==> config.mk <==
export PLATFORM = sky130hd
export DESIGN_NAME = ptqe_queue
export DESIGN_NICKNAME = d
export VERILOG_FILES = /design/src/sv/ptqe_pkg.sv /design/src/sv/ptqe_queue.sv
export SDC_FILE = /design/constraint.sdc
export NUM_CORES = 1
export LEC_CHECK = 0
export BUFFER_PORTS_ARGS = -buffer_cell sky130_fd_sc_hd__clkbuf_2
export CORE_UTILIZATION = 45
export CTS_CLUSTER_SIZE = 28
export DETAILED_ROUTE_END_ITERATION = 10
export PLACE_DENSITY = 0.73
export SYNTH_ARGS = -nofsm -noshare
export SYNTH_HDL_FRONTEND = slang
export SYNTH_SLANG_ARGS = --single-unit
==> constraint.sdc <==
create_clock -name clk -period 4.24 [get_ports clk]
set_input_delay 0.212 -clock clk [delete_from_list [all_inputs] [get_ports clk]]
set_output_delay 0.212 -clock clk [all_outputs]
set_load 0.02 [all_outputs]
==> src/sv/ptqe_pkg.sv <==
package ptqe_pkg;

  localparam int MAX_SEGMENTS       = 16;
  localparam int SEG_W              = 4;
  localparam int COEFFS_PER_SEGMENT = 6;
  localparam int NUM_AXES           = 2;
  localparam int COEF_DEPTH         = MAX_SEGMENTS * COEFFS_PER_SEGMENT * NUM_AXES;
  localparam int COEF_AW            = $clog2(COEF_DEPTH);
  localparam int VAL_W              = 48;
  localparam int TIME_W             = 32;
  localparam int CNT_W              = 5;
  localparam int PW_W               = 3;
  localparam int START_W            = TIME_W + SEG_W;
  localparam int PROD_W             = VAL_W + TIME_W;
  localparam int HALF_W             = VAL_W / 2;
  localparam int FRAC_T             = 16;
  localparam int Q_DEPTH            = 4;
  localparam int Q_AW               = $clog2(Q_DEPTH);

  localparam logic signed [VAL_W-1:0] POS_MAX = {1'b0, {(VAL_W-1){1'b1}}};
  localparam logic signed [VAL_W-1:0] NEG_MIN = {1'b1, {(VAL_W-1){1'b0}}};
  localparam logic [PW_W-1:0]         TOP_PW  = PW_W'(COEFFS_PER_SEGMENT - 1);

  typedef enum logic [1:0] {
    OP_LOAD_DUR  = 2'd0,
    OP_LOAD_COEF = 2'd1,
    OP_EVAL      = 2'd2
  } op_t;

  typedef enum logic [1:0] {
    CMD_DUR,
    CMD_COEF,
    CMD_EVAL
  } cmd_kind_t;

  typedef struct packed {
    cmd_kind_t                 kind;
    logic [SEG_W-1:0]          seg;
    logic [PW_W-1:0]           pw;
    logic                      axis;
    logic signed [VAL_W-1:0]   coeff;
    logic [TIME_W-1:0]         tval;
  } cmd_t;

  typedef enum logic [3:0] {
    B_IDLE,
    B_SCAN_RD,
    B_SCAN_CMP,
    B_C5_RD,
    B_C5_LD,
    B_MAG,
    B_MUL_LO,
    B_MUL_HI,
    B_RND,
    B_ADD,
    B_DONE
  } back_state_t;

  // coefficient store layout: ((seg*6 + power)*2 + axis)
  function automatic logic [COEF_AW-1:0] coef_addr(input logic [SEG_W-1:0] seg,
                                                   input logic [PW_W-1:0]  pw,
                                                   input logic             axis);
    logic [COEF_AW-1:0] base;
    base = COEF_AW'(seg) * COEF_AW'(COEFFS_PER_SEGMENT * NUM_AXES);
    return base + COEF_AW'({pw, axis});
  endfunction

endpackage

==> src/sv/ptqe_queue.sv <==
module ptqe_queue import ptqe_pkg::*; (
  input  logic clk,
  input  logic rst_n,
  input  logic push_valid,
  input  cmd_t push_cmd,
  output logic push_ready,
  output logic pop_valid,
  output cmd_t pop_cmd,
  input  logic pop_ready
);

  cmd_t            mem_r [Q_DEPTH];
  logic [Q_AW-1:0] wr_ptr_r;
  logic [Q_AW-1:0] rd_ptr_r;
  logic [Q_AW:0]   cnt_r;
  logic            do_push;
  logic            do_pop;

  assign push_ready = (cnt_r != (Q_AW+1)'(Q_DEPTH));
  assign pop_valid  = (cnt_r != '0);
  assign do_push    = push_valid && push_ready;
  assign do_pop     = pop_valid && pop_ready;
  assign pop_cmd    = mem_r[rd_ptr_r];

  always_ff @(posedge clk) begin
    if (!rst_n) begin
      wr_ptr_r <= '0;
      rd_ptr_r <= '0;
      cnt_r    <= '0;
    end else begin
      if (do_push) begin
        wr_ptr_r <= wr_ptr_r + 1'b1;
      end
      if (do_pop) begin
        rd_ptr_r <= rd_ptr_r + 1'b1;
      end
      case ({do_push, do_pop})
        2'b10:   cnt_r <= cnt_r + 1'b1;
        2'b01:   cnt_r <= cnt_r - 1'b1;
        default: cnt_r <= cnt_r;
      endcase
    end
  end

  always_ff @(posedge clk) begin
    if (do_push) begin
      mem_r[wr_ptr_r] <= push_cmd;
    end
  end

endmodule

==> flow_summary.toml <==
[power_and_ir_drop]
p_sw_mw = 2.88
clockPowerShare = 0.336
p_sw_frac = 0.272
intPower_mw = 7.73
leakage_nw = 5.85
p_comb_frac = 0.239
seqPwrFrac = 0.425
peakVddDrop_v = 0.000352
p_per_area_nw_per_um2 = 619

[clock_network]
clk_pin_slew_worst_paths_ps = 60
cts-root-buf = "clkbuf_16"
cts_tree = "yes"
clk_latency_ps = 510
cts_repair_resize_count = 0
cts_sinks = 369
ctsHoldBuffers = 90
post-cts-setup-buffers = 0
clock_path_buffers = 3
cts_buffers = 39
h-tree-depth = 2

[timing]
slew_violations = 0
fmax_ghz = 0.363
final.min_clock_period_ps = 2750
setup_violations = 0
timing.hold.ws_ps = 61.4
fin_skew_ps = 10.4
period_share = 0.649
rsz0062_at_grt = "no"
finalHoldViolCount = 0
slew_headroom = 0.471
worstMarginPinSlew_ps = 794
tns_ps = 0

[final_layout]
post-route-util = 0.579
final_layout_size_suffix_gt1_frac = 0.409
design_area_um2 = 17200
area_growth_syn_to_layout_pct = 26.5
multiInputGateArea_um2 = 2310
seq_area_um2 = 11000
mostFrequentLayoutCell = "edfxtp_1"
n_fill_cell = 2230
mostFrequentLayoutCells = "360 x edfxtp_1, 185 x clkbuf_2, 90 x mux4_2, 90 x dlygate4sd3_1, 41 x clkbuf_16"
fin_cells = 1246
nets = 925

[logic_synthesis]
synth_cells = 522
syn-num-nets = 622
seq_area_frac_synth = 0.811
ys_warn_count = 0
netlist_area_um2 = 13600
synthArstFlopShare = 0
ys.flop_type = "edfxtp_1"
yosysUniqueCellTypes = 24
ys_seq_elements = 369
synth_edf_count = 360
syn_area_per_cell_um2 = 26.0

[placed_design]
place.detailed.hpwl_mm = 14.3
dp_cells = 1084
portBuffers = 185
placedInstanceArea_um2 = 14900
place.gp.congestion = 0.757

[setup_path]
r2r-end = "mem_r[0][56]$_DFFE_PP_"
reg2reg_slack_ps = 1690
worst-path-max-fanout = 46
worstPathRequired_ps = 4030
crit_path_end = "pop_cmd[4]"
critPathLaunchType = "flip-flop"
arrival_ps = 2540
reg2regPathDepth = 4
cp-end-kind = "output port"
criticalPathCategory = "flip-flop to output port"
r2r_start = "cnt_r[0]$_SDFFE_PN0P_"

[global_routing]
grt_pass1_vias = 6806
grt_util_all_layers = 0.163
gr-total-overflow = 0
antenna_found_initial = 2
grt_max_degree = 91
grt_pass1_wl_mm = 38.0

[detailed_routing]
wirelength_mm = 24.9
antenna_left = 0
vias = 6390
first_iter_violations = 415
via_per_inst = 5.13
wl_per_cell_um = 20.0
drcViolationCount = 0
dr.pass1.iters = 5

[status]
run_status = "complete, no violations"

[floorplanning]
io_pins = 186
die_w_um = 176
die-height_um = 176
initial_core_util = 0.457
fp-row-count = 63
fp.coreArea_um2 = 29600
die_area_um2 = 30800

[worst_hold_path]
hp-class = "input pin to flip-flop"

[job]
cap_violations = 0
## registers in the layout (all words and copies together) (netlist names), named ones only
| signal | cells |
|---|---|
| mem_r | 360 |
| cnt_r | 3 |
| wr_ptr_r | 2 |
| rd_ptr_r | 2 |
## layer usage
layer  routed length, µm  part of all wire  global-route usage  up-vias
li1                    -                 -                   -     2848
met1               10800              0.44               0.231     3321
met2               12100              0.48               0.260      188
met3                1560             0.063              0.0353       33
met4                 417             0.017              0.0431        0
met5                   0                 0                   0        -
## cell type report
type,count,area share
timing repair buffer,283,0.114
antenna,2,0.000292
inverter,6,0.00131
sequential,369,0.641
tap,390,0.0284
clock buffer,44,0.0605
multi-input combinational,126,0.135
clock inverter,26,0.0198
## worst max-delay path: stages, from the launching register on
cell,delay [ps]
dfxtp_4,810
buf_4,590
mux4_2,420
clkbuf_2,180
## power groups by stage
stage | clock, mW | sequential (mW) | combinational (mW)
6_report | 3.57 | 4.52 | 2.53
3_3_place_gp | 0 | 4.58 | 2.52
3_5_place_dp | 0 | 4.60 | 2.53
4_1_cts | 3.65 | 4.52 | 2.60
5_1_grt | 3.78 | 4.55 | 2.72
2_1_floorplan | 0 | 4.56 | 1.92
## logic make-up (layout without fill, tap and decap cells)
kind of cell | count (synthesis) | count (layout) | share of synthesized area
simple gates | 18 | 18 | 0.00701
flops | 369 | 369 | 0.811
mux | 92 | 92 | 0.151
fa+ha+maj | 6 | 6 | 0.00609
buf+inv | 27 | 359 | 0.0197
compound gates | 6 | 6 | 0.00314
xor+xnor | 4 | 4 | 0.00258
other cells | 0 | 2 | 0
## per-stage QoR
| stage | worst slack, ps | power [mW] |
|---|---|---|
| 2_1_floorplan | 807 | 6.48 |
| 3_3_place_gp | 1730 | 7.09 |
| 3_5_place_dp | 1660 | 7.12 |
| 4_1_cts | 1390 | 10.8 |
| 5_1_grt | 1330 | 11.0 |
| 6_report | 1490 | 10.6 |
## worst min-delay path by stage
stage / start / end / slack [ps] / depth (start not counted)
finish: rst_n / wr_ptr_r[0]$_SDFFE_PN0P_ / 60 / 3
global route: rst_n / cnt_r[1]$_SDFFE_PN0P_ / 70 / 2
CTS: rst_n / cnt_r[2]$_SDFFE_PN0P_ / 50 / 2
detailed placement: push_cmd[5] / mem_r[2][5]$_DFFE_PP_ / 430 / 1
global placement: push_cmd[83] / mem_r[2][83]$_DFFE_PP_ / 430 / 1
floorplan: push_cmd[0] / mem_r[0][0]$_DFFE_PP_ / 310 / 0
## cell usage after synthesis, types with 2 or more instances
cell type    n  area share
inv_1        6      0.0017
xnor2_1      3      0.0019
mux2i_1      2      0.0015
buf_2        9      0.0033
and2_1       7      0.0032
or3_1        2     0.00092
nor2b_1      2     0.00092
buf_12       9       0.013
nand2_1      6      0.0017
mux4_2      90        0.15
o21ai_0      2     0.00074
dfxtp_1      9       0.013
edfxtp_1   360        0.80
ha_1         5      0.0046
(Power assumes the default switching activity.)
