===== src/sv/ptqe_pkg.sv =====
package ptqe_pkg;

  localparam int MAX_SEGMENTS       = 16;
  localparam int SEG_W              = 4;
  localparam int COEFFS_PER_SEGMENT = 6;
  localparam int NUM_AXES           = 2;
  localparam int COEF_DEPTH         = MAX_SEGMENTS * COEFFS_PER_SEGMENT * NUM_AXES;
  localparam int COEF_AW            = $clog2(COEF_DEPTH);
  localparam int VAL_W              = 48;
  localparam int TIME_W             = 32;
  localparam int CNT_W              = 5;
  localparam int PW_W               = 3;
  localparam int START_W            = TIME_W + SEG_W;
  localparam int PROD_W             = VAL_W + TIME_W;
  localparam int HALF_W             = VAL_W / 2;
  localparam int FRAC_T             = 16;
  localparam int Q_DEPTH            = 4;
  localparam int Q_AW               = $clog2(Q_DEPTH);

  localparam logic signed [VAL_W-1:0] POS_MAX = {1'b0, {(VAL_W-1){1'b1}}};
  localparam logic signed [VAL_W-1:0] NEG_MIN = {1'b1, {(VAL_W-1){1'b0}}};
  localparam logic [PW_W-1:0]         TOP_PW  = PW_W'(COEFFS_PER_SEGMENT - 1);

  typedef enum logic [1:0] {
    OP_LOAD_DUR  = 2'd0,
    OP_LOAD_COEF = 2'd1,
    OP_EVAL      = 2'd2
  } op_t;

  typedef enum logic [1:0] {
    CMD_DUR,
    CMD_COEF,
    CMD_EVAL
  } cmd_kind_t;

  typedef struct packed {
    cmd_kind_t                 kind;
    logic [SEG_W-1:0]          seg;
    logic [PW_W-1:0]           pw;
    logic                      axis;
    logic signed [VAL_W-1:0]   coeff;
    logic [TIME_W-1:0]         tval;
  } cmd_t;

  typedef enum logic [3:0] {
    B_IDLE,
    B_SCAN_RD,
    B_SCAN_CMP,
    B_C5_RD,
    B_C5_LD,
    B_MAG,
    B_MUL_LO,
    B_MUL_HI,
    B_RND,
    B_ADD,
    B_DONE
  } back_state_t;

  // coefficient store layout: ((seg*6 + power)*2 + axis)
  function automatic logic [COEF_AW-1:0] coef_addr(input logic [SEG_W-1:0] seg,
                                                   input logic [PW_W-1:0]  pw,
                                                   input logic             axis);
    logic [COEF_AW-1:0] base;
    base = COEF_AW'(seg) * COEF_AW'(COEFFS_PER_SEGMENT * NUM_AXES);
    return base + COEF_AW'({pw, axis});
  endfunction

endpackage


===== src/sv/ptqe_if.sv =====
interface ptqe_in_if import ptqe_pkg::*; ();
  logic                    valid;
  logic                    ready;
  logic [1:0]              op;
  logic [SEG_W-1:0]        segment;
  logic [PW_W-1:0]         coeff_index;
  logic                    axis;
  logic signed [VAL_W-1:0] coeff_value;
  logic [TIME_W-1:0]       time_value;

  modport source (output valid, op, segment, coeff_index, axis, coeff_value, time_value,
                  input ready);
  modport sink   (input valid, op, segment, coeff_index, axis, coeff_value, time_value,
                  output ready);
endinterface



===== src/sv/ptqe_front.sv =====
module ptqe_front import ptqe_pkg::*; (
  input  logic         clk,
  input  logic         rst_n,
  ptqe_in_if.sink      in_ch,
  output logic         push_valid,
  output cmd_t         push_cmd,
  input  logic         push_ready
);

  logic      fv_r;
  cmd_t      cmd_r;
  logic      accept;
  logic      keep;
  cmd_kind_t kind;

  assign in_ch.ready = !fv_r || push_ready;
  assign accept      = in_ch.valid && in_ch.ready;

  // drop what leaves no trace: unused op, coefficient power out of range
  always_comb begin
    keep = 1'b0;
    kind = CMD_EVAL;
    case (op_t'(in_ch.op))
      OP_LOAD_DUR: begin
        keep = 1'b1;
        kind = CMD_DUR;
      end
      OP_LOAD_COEF: begin
        keep = (in_ch.coeff_index < PW_W'(COEFFS_PER_SEGMENT));
        kind = CMD_COEF;
      end
      OP_EVAL: begin
        keep = 1'b1;
        kind = CMD_EVAL;
      end
      default: begin
        keep = 1'b0;
        kind = CMD_EVAL;
      end
    endcase
  end

  always_ff @(posedge clk) begin
    if (!rst_n) begin
      fv_r <= 1'b0;
    end else if (accept) begin
      fv_r <= keep;
    end else if (push_ready) begin
      fv_r <= 1'b0;
    end
  end

  always_ff @(posedge clk) begin
    if (accept) begin
      cmd_r.kind  <= kind;
      cmd_r.seg   <= in_ch.segment;
      cmd_r.pw    <= in_ch.coeff_index;
      cmd_r.axis  <= in_ch.axis;
      cmd_r.coeff <= in_ch.coeff_value;
      cmd_r.tval  <= in_ch.time_value;
    end
  end

  assign push_valid = fv_r;
  assign push_cmd   = cmd_r;

endmodule


===== src/flat_wrapper.sv =====
// flat-port wrapper written by rule: the top's interface ports become plain ports
module ptqe_front_flat import ptqe_pkg::*;
  (clk, rst_n, push_valid, push_cmd, push_ready, in_ch_valid, in_ch_op, in_ch_segment, in_ch_coeff_index, in_ch_axis, in_ch_coeff_value, in_ch_time_value, in_ch_ready);
  ptqe_in_if in_ch_i ();
  input  logic clk;
  input  logic rst_n;
  output logic push_valid;
  output cmd_t push_cmd;
  input  logic push_ready;
  input wire logic [$bits(in_ch_i.valid)-1:0] in_ch_valid;
  input wire logic [$bits(in_ch_i.op)-1:0] in_ch_op;
  input wire logic [$bits(in_ch_i.segment)-1:0] in_ch_segment;
  input wire logic [$bits(in_ch_i.coeff_index)-1:0] in_ch_coeff_index;
  input wire logic [$bits(in_ch_i.axis)-1:0] in_ch_axis;
  input wire logic [$bits(in_ch_i.coeff_value)-1:0] in_ch_coeff_value;
  input wire logic [$bits(in_ch_i.time_value)-1:0] in_ch_time_value;
  output wire logic [$bits(in_ch_i.ready)-1:0] in_ch_ready;
  assign in_ch_i.valid = in_ch_valid;
  assign in_ch_i.op = in_ch_op;
  assign in_ch_i.segment = in_ch_segment;
  assign in_ch_i.coeff_index = in_ch_coeff_index;
  assign in_ch_i.axis = in_ch_axis;
  assign in_ch_i.coeff_value = in_ch_coeff_value;
  assign in_ch_i.time_value = in_ch_time_value;
  assign in_ch_ready = in_ch_i.ready;
  ptqe_front u_core (.clk(clk), .rst_n(rst_n), .in_ch(in_ch_i), .push_valid(push_valid), .push_cmd(push_cmd), .push_ready(push_ready));
endmodule

===== config.mk =====
export PLATFORM = sky130hd
export DESIGN_NAME = ptqe_front_flat
export DESIGN_NICKNAME = d
export VERILOG_FILES = /design/src/sv/ptqe_pkg.sv /design/src/sv/ptqe_if.sv /design/src/sv/ptqe_front.sv /design/src/flat_wrapper.sv
export SDC_FILE = /design/constraint.sdc
export NUM_CORES = 1
export LEC_CHECK = 0
export ABC_AREA = 1
export BUFFER_PORTS_ARGS = -buffer_cell sky130_fd_sc_hd__buf_2
export CORE_MARGIN = 2
export CORE_UTILIZATION = 37
export DETAILED_ROUTE_END_ITERATION = 6
export PLACE_DENSITY = 0.82
export SLEW_MARGIN = 20
export SYNTH_ARGS = -nofsm -noshare
export SYNTH_HDL_FRONTEND = slang
export SYNTH_SLANG_ARGS = --single-unit

===== constraint.sdc =====
create_clock -name clk -period 7.06 [get_ports clk]
set_clock_uncertainty 0.15 [all_clocks]
set_input_delay 0.353 -clock clk [delete_from_list [all_inputs] [get_ports clk]]
set_output_delay 0.353 -clock clk [all_outputs]
set_load 0.02 [all_outputs]

==> results of run 1 <==
[cell usage in the layout, fill, tap and decap left out]
cell / n
clkbuf_8: 9
bufinv_16: 1
dfxtp_1: 1
buf_2: 185
clkinv_2: 1
clkinvlp_4: 2
nor2_1: 1
a21oi_2: 1
nand2_1: 4
nand2_2: 1
inv_1: 4
edfxtp_1: 90
a21boi_4: 1
clkinv_1: 2
buf_4: 1
buf_16: 1
[metal layers]
metal	wire, µm	up-vias	global-route usage, %
li1	-	796	-
met1	2344	809	16.17
met2	2892	114	22.82
met3	535	9	4.925
met4	97	0	7.179
met5	0	-	0
[flip-flops by register name (all words and copies together), names as in the netlist]
name               count
u_core.push_cmd       90
u_core.push_valid      1
[power groups by stage]
stage | registers [µW] | logic, µW | clock network (µW)
finish | 639 | 115 | 321
global route | 642 | 122 | 353
CTS | 640 | 117 | 333
detailed placement | 652 | 117 | 0
global placement | 651 | 112 | 0
floorplan | 699 | 11.7 | 0
[metrics by stage]
stage | cell area, µm² | hold slack [ps] | total power, µW | setup slack, ps
finish | 4056 | 30.28 | 1076 | 4864
CTS | 4056 | 11.88 | 1090 | 4836
global placement | 3847 | 375.1 | 762.8 | 4403
floorplan | 2783 | 301.9 | 710.2 | 1674
global route | 4056 | 5.719 | 1118 | 4698
detailed placement | 3875 | 381.4 | 768.8 | 4704
[worst max-delay path: stages, from the launching register on]
cell and delay [ps]:
dfxtp_1 350, a21boi_4 520, buf_16 250, buf_4 510
[logic make-up after synthesis]
group | after synthesis | synth area share (%)
compound gates | 2 | 0.5847
flops | 91 | 97.84
simple gates | 6 | 0.8991
buf+inv | 5 | 0.6742
[final timing paths]
path	from	to	slack [ps]
min reg2reg	u_core.push_valid	u_core.push_valid	410
max	u_core.push_valid	u_core.push_cmd[67]	4860
max reg2reg	u_core.push_valid	u_core.push_cmd[67]	4860
min	in_ch_time_value[7]	u_core.push_cmd[7]	30
[layout make-up]
cell class                 count  area [µm²]  area share, %
clock buffer                   9       123.9          3.054
clock inverter                 6       57.56          1.419
inverter                       4       15.01         0.3701
multi-input combinational      8       52.55          1.295
sequential                    91        2723          67.12
tap                           99       123.9          3.054
timing repair buffer         187       960.9          23.69
==> results.py, run 1 <==
metrics = {
    "grt": {
        "grt_max_degree": 51,
        "grtUsageTotal_pct": 13.93,
        "grt_pass1_wl_um": 8418,
        "grt-ovfl-total": 0,
        "grt_pass1_vias": 1758,
        "antenna_found_initial": 0,
    },
    "detailed_routing": {
        "via_count": 1728,
        "wl_per_cell_um": 14.53,
        "drc": 0,
        "drtIter0Drc": 58,
        "ant_nets": 0,
        "finalWirelength_um": 5870,
        "avgViaCountPerCell": 4.277,
        "dr.pass1.iters": 4,
    },
    "cts": {
        "cts_buffers": 9,
        "cts_hold_buf": 0,
        "clock-sinks": 91,
        "cts.repair.resized": 0,
        "clk_latency_ps": 340,
        "cts_buffer_depth": 2,
        "cts_tree": "done",
        "h-tree-depth": 3,
        "post-cts-setup-buffers": 0,
        "clkTransAtPathRegs_ps": 90,
        "cts-root-buf": "clkbuf_8",
    },
    "synth": {
        "synth_top_cell_by_area": "edfxtp_1",
        "ys_seq_elements": 91,
        "ys_seq_area_share_pct": 97.84,
        "async_flop_share_pct": 0,
        "netlist_area_mm2": 0.002783,
        "synth.most_common_cell": "edfxtp_1",
        "synth_area_per_cell_um2": 26.76,
        "synth_top_area_share_pct": 97.12,
        "synth_fp_nets": 198,
        "synth_ff_type": "edfxtp_1",
        "synthTopCellsByCount": "edfxtp_1 (90), inv_1 (4), nand2_1 (4)",
        "synth_edf_count": 90,
        "synth.distinct_cells": 9,
        "synth_area_leaders": "edfxtp_1 (97%), dfxtp_1 (0.72%), inv_1 (0.54%)",
        "yosys_warnings": 0,
        "netlist_instances": 104,
    },
    "sta": {
        "tightest_slew_ps": 617.0,
        "period_share_pct": 31.10,
        "finalSetupViolCount": 0,
        "slew_viol_final": 0,
        "rsz0062_at_grt": "false",
        "clock.fmax_ghz": 0.4554,
        "slew_headroom_pct": 58.77,
        "finalSetupTns_ps": 0,
        "final-hold-violation-count": 0,
        "fin_crit_ps": 2196,
    },
    "floorplanning": {
        "die-area_mm2": 0.008230,
        "core_mm2": 0.007253,
        "io_pins": 186,
        "die_y_um": 90.72,
        "rows": 31,
        "start_util_pct": 38.36,
        "die_x_um": 90.72,
    },
    "worst_setup_path": {
        "required_ps": 6880,
        "path_max_fanout": 50,
        "r2r_cells": 3,
        "critical_path_class": "register to register",
        "crit_arrival_ps": 2020,
        "startpoint_type": "register",
        "endpoint_kind": "register",
    },
    "layout": {
        "drive_above_1_share_pct": 66.56,
        "fin_cells": 404,
        "nNetsFinal": 395,
        "fillers": 604,
        "final_core_util_pct": 55.93,
        "n_antenna_cell": 0,
        "synthToLayoutAreaGrowth_pct": 45.77,
    },
    "power_and_ir_drop": {
        "switching_share_pct": 22.66,
        "intPower_uw": 832.0,
        "pwr-share-clk_pct": 29.9,
        "leakage_uw": 0.001759,
        "p_sw_uw": 243.7,
        "seq_power_share_pct": 59.4,
        "powerDensity_mw_per_mm2": 265.2,
        "combPwrFrac_pct": 10.7,
        "vdd_drop_max_uv": 142.7,
    },
    "place": {
        "port_buffers": 185,
        "place.gp.congestion": 0.6846,
        "dp_cells": 389,
        "dp_hpwl_um": 4570,
    },
    "hold_path": {
        "min-delay-path-class": "input pin to register",
        "whs_path_depth": 1,
    },
    "status": {
        "status": "complete, no violations",
    },
    "job": {
        "drv_cap": 0,
    },
}
Power figures use the tool's default switching activity.
==> run 2, diff against run 1 <==
--- a/config.mk
+++ b/config.mk
@@ -8,9 +8,9 @@
 export ABC_AREA = 1
 export BUFFER_PORTS_ARGS = -buffer_cell sky130_fd_sc_hd__buf_2
 export CORE_MARGIN = 2
-export CORE_UTILIZATION = 37
+export CORE_UTILIZATION = 41
 export DETAILED_ROUTE_END_ITERATION = 6
-export PLACE_DENSITY = 0.82
+export PLACE_DENSITY = 0.86
 export SLEW_MARGIN = 20
 export SYNTH_ARGS = -nofsm -noshare
 export SYNTH_HDL_FRONTEND = slang
==> constraint.sdc (replaced) <==
create_clock -name clk -period 2.1 [get_ports clk]
set_clock_uncertainty 0.15 [all_clocks]
set_input_delay 0.105 -clock clk [delete_from_list [all_inputs] [get_ports clk]]
set_output_delay 0.105 -clock clk [all_outputs]
set_load 0.02 [all_outputs]
==> run 2 against run 1 <==
  * Global-route usage rose by 7.6 points
  * Power rose to 3.5 times the previous value
  * Worst setup slack got worse by 4300 ps
  * Die area fell by 9.3%
  * Count of clock-buffer cells in the layout did not move
  * Hold slack improved by 230 ps
  * Register-to-register slack got worse by 4300 ps
  * Wire length rose by 37%
  * Final cell count rose by 18%
  * Sequential share of layout area fell by 12 points
  * Sequential cell count did not move
  * First-iteration DRC count rose by 110%
  * Highest routed layer unchanged
==> results.py, run 2 (same netlist as run 1, synthesis figures left out) <==
metrics = {
    "detailed_routing": {
        "drtIter0Drc": 120,
        "avgViaCountPerCell": 4.510,
        "finalWirelength_um": 8052,
        "ant_nets": 0,
        "wl_per_cell_um": 16.85,
        "dr.pass1.iters": 4,
        "via_count": 2156,
        "drc": 0,
    },
    "layout": {
        "synthToLayoutAreaGrowth_pct": 77.97,
        "final_core_util_pct": 74.12,
        "final_cell_mix": "buf_2 (185), dlygate4sd3_1 (92), edfxtp_1 (90), clkbuf_8 (9)",
        "drive_above_1_share_pct": 51.13,
        "nNetsFinal": 487,
        "largest_reg_flops": 90,
        "fin_cells": 478,
        "final_common_cell": "buf_2",
    },
    "floorplanning": {
        "io_pins": 186,
        "die_y_um": 86.39,
        "rows": 30,
        "die_x_um": 86.39,
        "core_mm2": 0.006681,
        "start_util_pct": 41.65,
        "die-area_mm2": 0.007462,
    },
    "cts": {
        "clk_latency_ps": 330,
        "cts_hold_buf": 92,
        "clock-sinks": 91,
        "post-cts-setup-buffers": 0,
        "h-tree-depth": 3,
        "cts_buffer_depth": 2,
        "cts.repair.resized": 0,
        "cts-root-buf": "clkbuf_8",
        "clkTransAtPathRegs_ps": 80,
        "cts_tree": "done",
        "cts_buffers": 9,
    },
    "place": {
        "dp_cells": 370,
        "place.gp.congestion": 0.6734,
        "port_buffers": 185,
        "dp_hpwl_um": 4500,
    },
    "grt": {
        "grt_pass1_wl_um": 11690,
        "grt-ovfl-total": 0,
        "antenna_found_initial": 1,
        "grt_max_degree": 53,
        "grtUsageTotal_pct": 21.51,
        "grt_pass1_vias": 2319,
    },
    "worst_setup_path": {
        "critical_path_class": "input pin to register",
        "crit_family": "buffers and inverters",
        "crit_arrival_ps": 1660,
        "endpoint_kind": "register",
        "critPathMaxStageDelay_ps": 550,
        "crit_buf_inv": 4,
        "startpoint_type": "input pin",
        "required_ps": 2230,
        "slowest_stage": "dlygate4sd3_1",
        "cp_common_cell": "nand2_1",
        "path_max_fanout": 3,
        "path_cells": "dlygate4sd3_1 -> buf_2 -> inv_1 -> nand2_1 -> nand2_1 -> nand2_1 -> a21oi_2 -> dlygate4sd3_1",
    },
    "sta": {
        "tightest_slew_ps": 470.8,
        "slew_viol_final": 0,
        "slew_headroom_pct": 68.61,
        "fin_crit_ps": 1532,
        "fin_hold_ws_ps": 260.0,
        "finalSetupTns_ps": 0,
        "finalSetupViolCount": 0,
        "period_share_pct": 72.96,
        "rsz0062_at_grt": "false",
        "final-hold-violation-count": 0,
        "clock.fmax_ghz": 0.6527,
    },
    "power_and_ir_drop": {
        "powerDensity_mw_per_mm2": 761.9,
        "leakage_uw": 0.002144,
        "power_uw": 3773,
        "vdd_drop_max_uv": 431.4,
    },
    "status": {
        "status": "complete, no violations",
    },
    "hold_path": {
        "min-delay-path-class": "input pin to register",
    },
    "job": {
        "drv_cap": 0,
    },
}
run 2: cell count changes in the layout (fill, tap and decap cells not counted):
| cell | delta |
|---|---|
| clkinv_2 | -1 |
| dfxtp_4 | +1 |
| dfxtp_1 | -1 |
| clkinv_1 | +1 |
| diode_2 | +1 |
| buf_16 | -1 |
| clkinvlp_4 | -1 |
| clkinv_4 | +1 |
| dlygate4sd3_1 | +92 |
| buf_12 | +1 |
run 2: routing by layer:
metal | track usage [%] | up-vias | routed length (µm)
li1 | - | 983 | -
met1 | 22.49 | 1024 | 2798
met2 | 39.65 | 131 | 4397
met3 | 6.476 | 18 | 665
met4 | 9.375 | 0 | 189
met5 | 0 | - | 0
run 2: area by class of cell:
| type | instances | area [µm²] |
|---|---|---|
| antenna | 1 | 2.502 |
| clock buffer | 9 | 123.9 |
| clock inverter | 6 | 57.56 |
| fill | 413 | 1729 |
| inverter | 4 | 15.01 |
| multi-input combinational | 8 | 52.55 |
| sequential | 91 | 2726 |
| tap | 80 | 100.1 |
| timing repair buffer | 279 | 1874 |
run 2: metrics by stage:
| step | setup WS [ps] | cell area [µm²] |
|---|---|---|
| finish | 567.9 | 4952 |
| global route | 514.8 | 4952 |
| CTS | 611.4 | 4950 |
| detailed placement | 628.5 | 3847 |
| global placement | 674.2 | 3847 |
| floorplan | -416.0 | 2798 |
run 2: worst register-to-register path: cells and delay by family (launching register included):
| family | cells | cell delay (ps) |
|---|---|---|
| buffers and inverters | 1 | 440 |
| flip-flops | 1 | 360 |
| AO/OA/AOI/OAI | 1 | 170 |
run 2: worst paths after layout:
kind	start	endpoint	slack (ps)	depth (start not counted)
worst max-delay path	in_ch_op[1]	u_core.push_valid	570	8
worst min-delay path	in_ch_valid	u_core.push_cmd[14]	260	3
worst max register to register	u_core.push_valid	u_core.push_cmd[64]	600	2
worst min register to register	u_core.push_valid	u_core.push_cmd[14]	680	2
run 2: report_power, final:
| part | internal, µW | switching (µW) | total [µW] | leakage [µW] |
|---|---|---|---|---|
| Sequential | 2120 | 30.3 | 2150 | 0.000883 |
| Combinational | 251 | 280 | 531 | 0.00117 |
| Clock | 534 | 555 | 1090 | 0.0000878 |
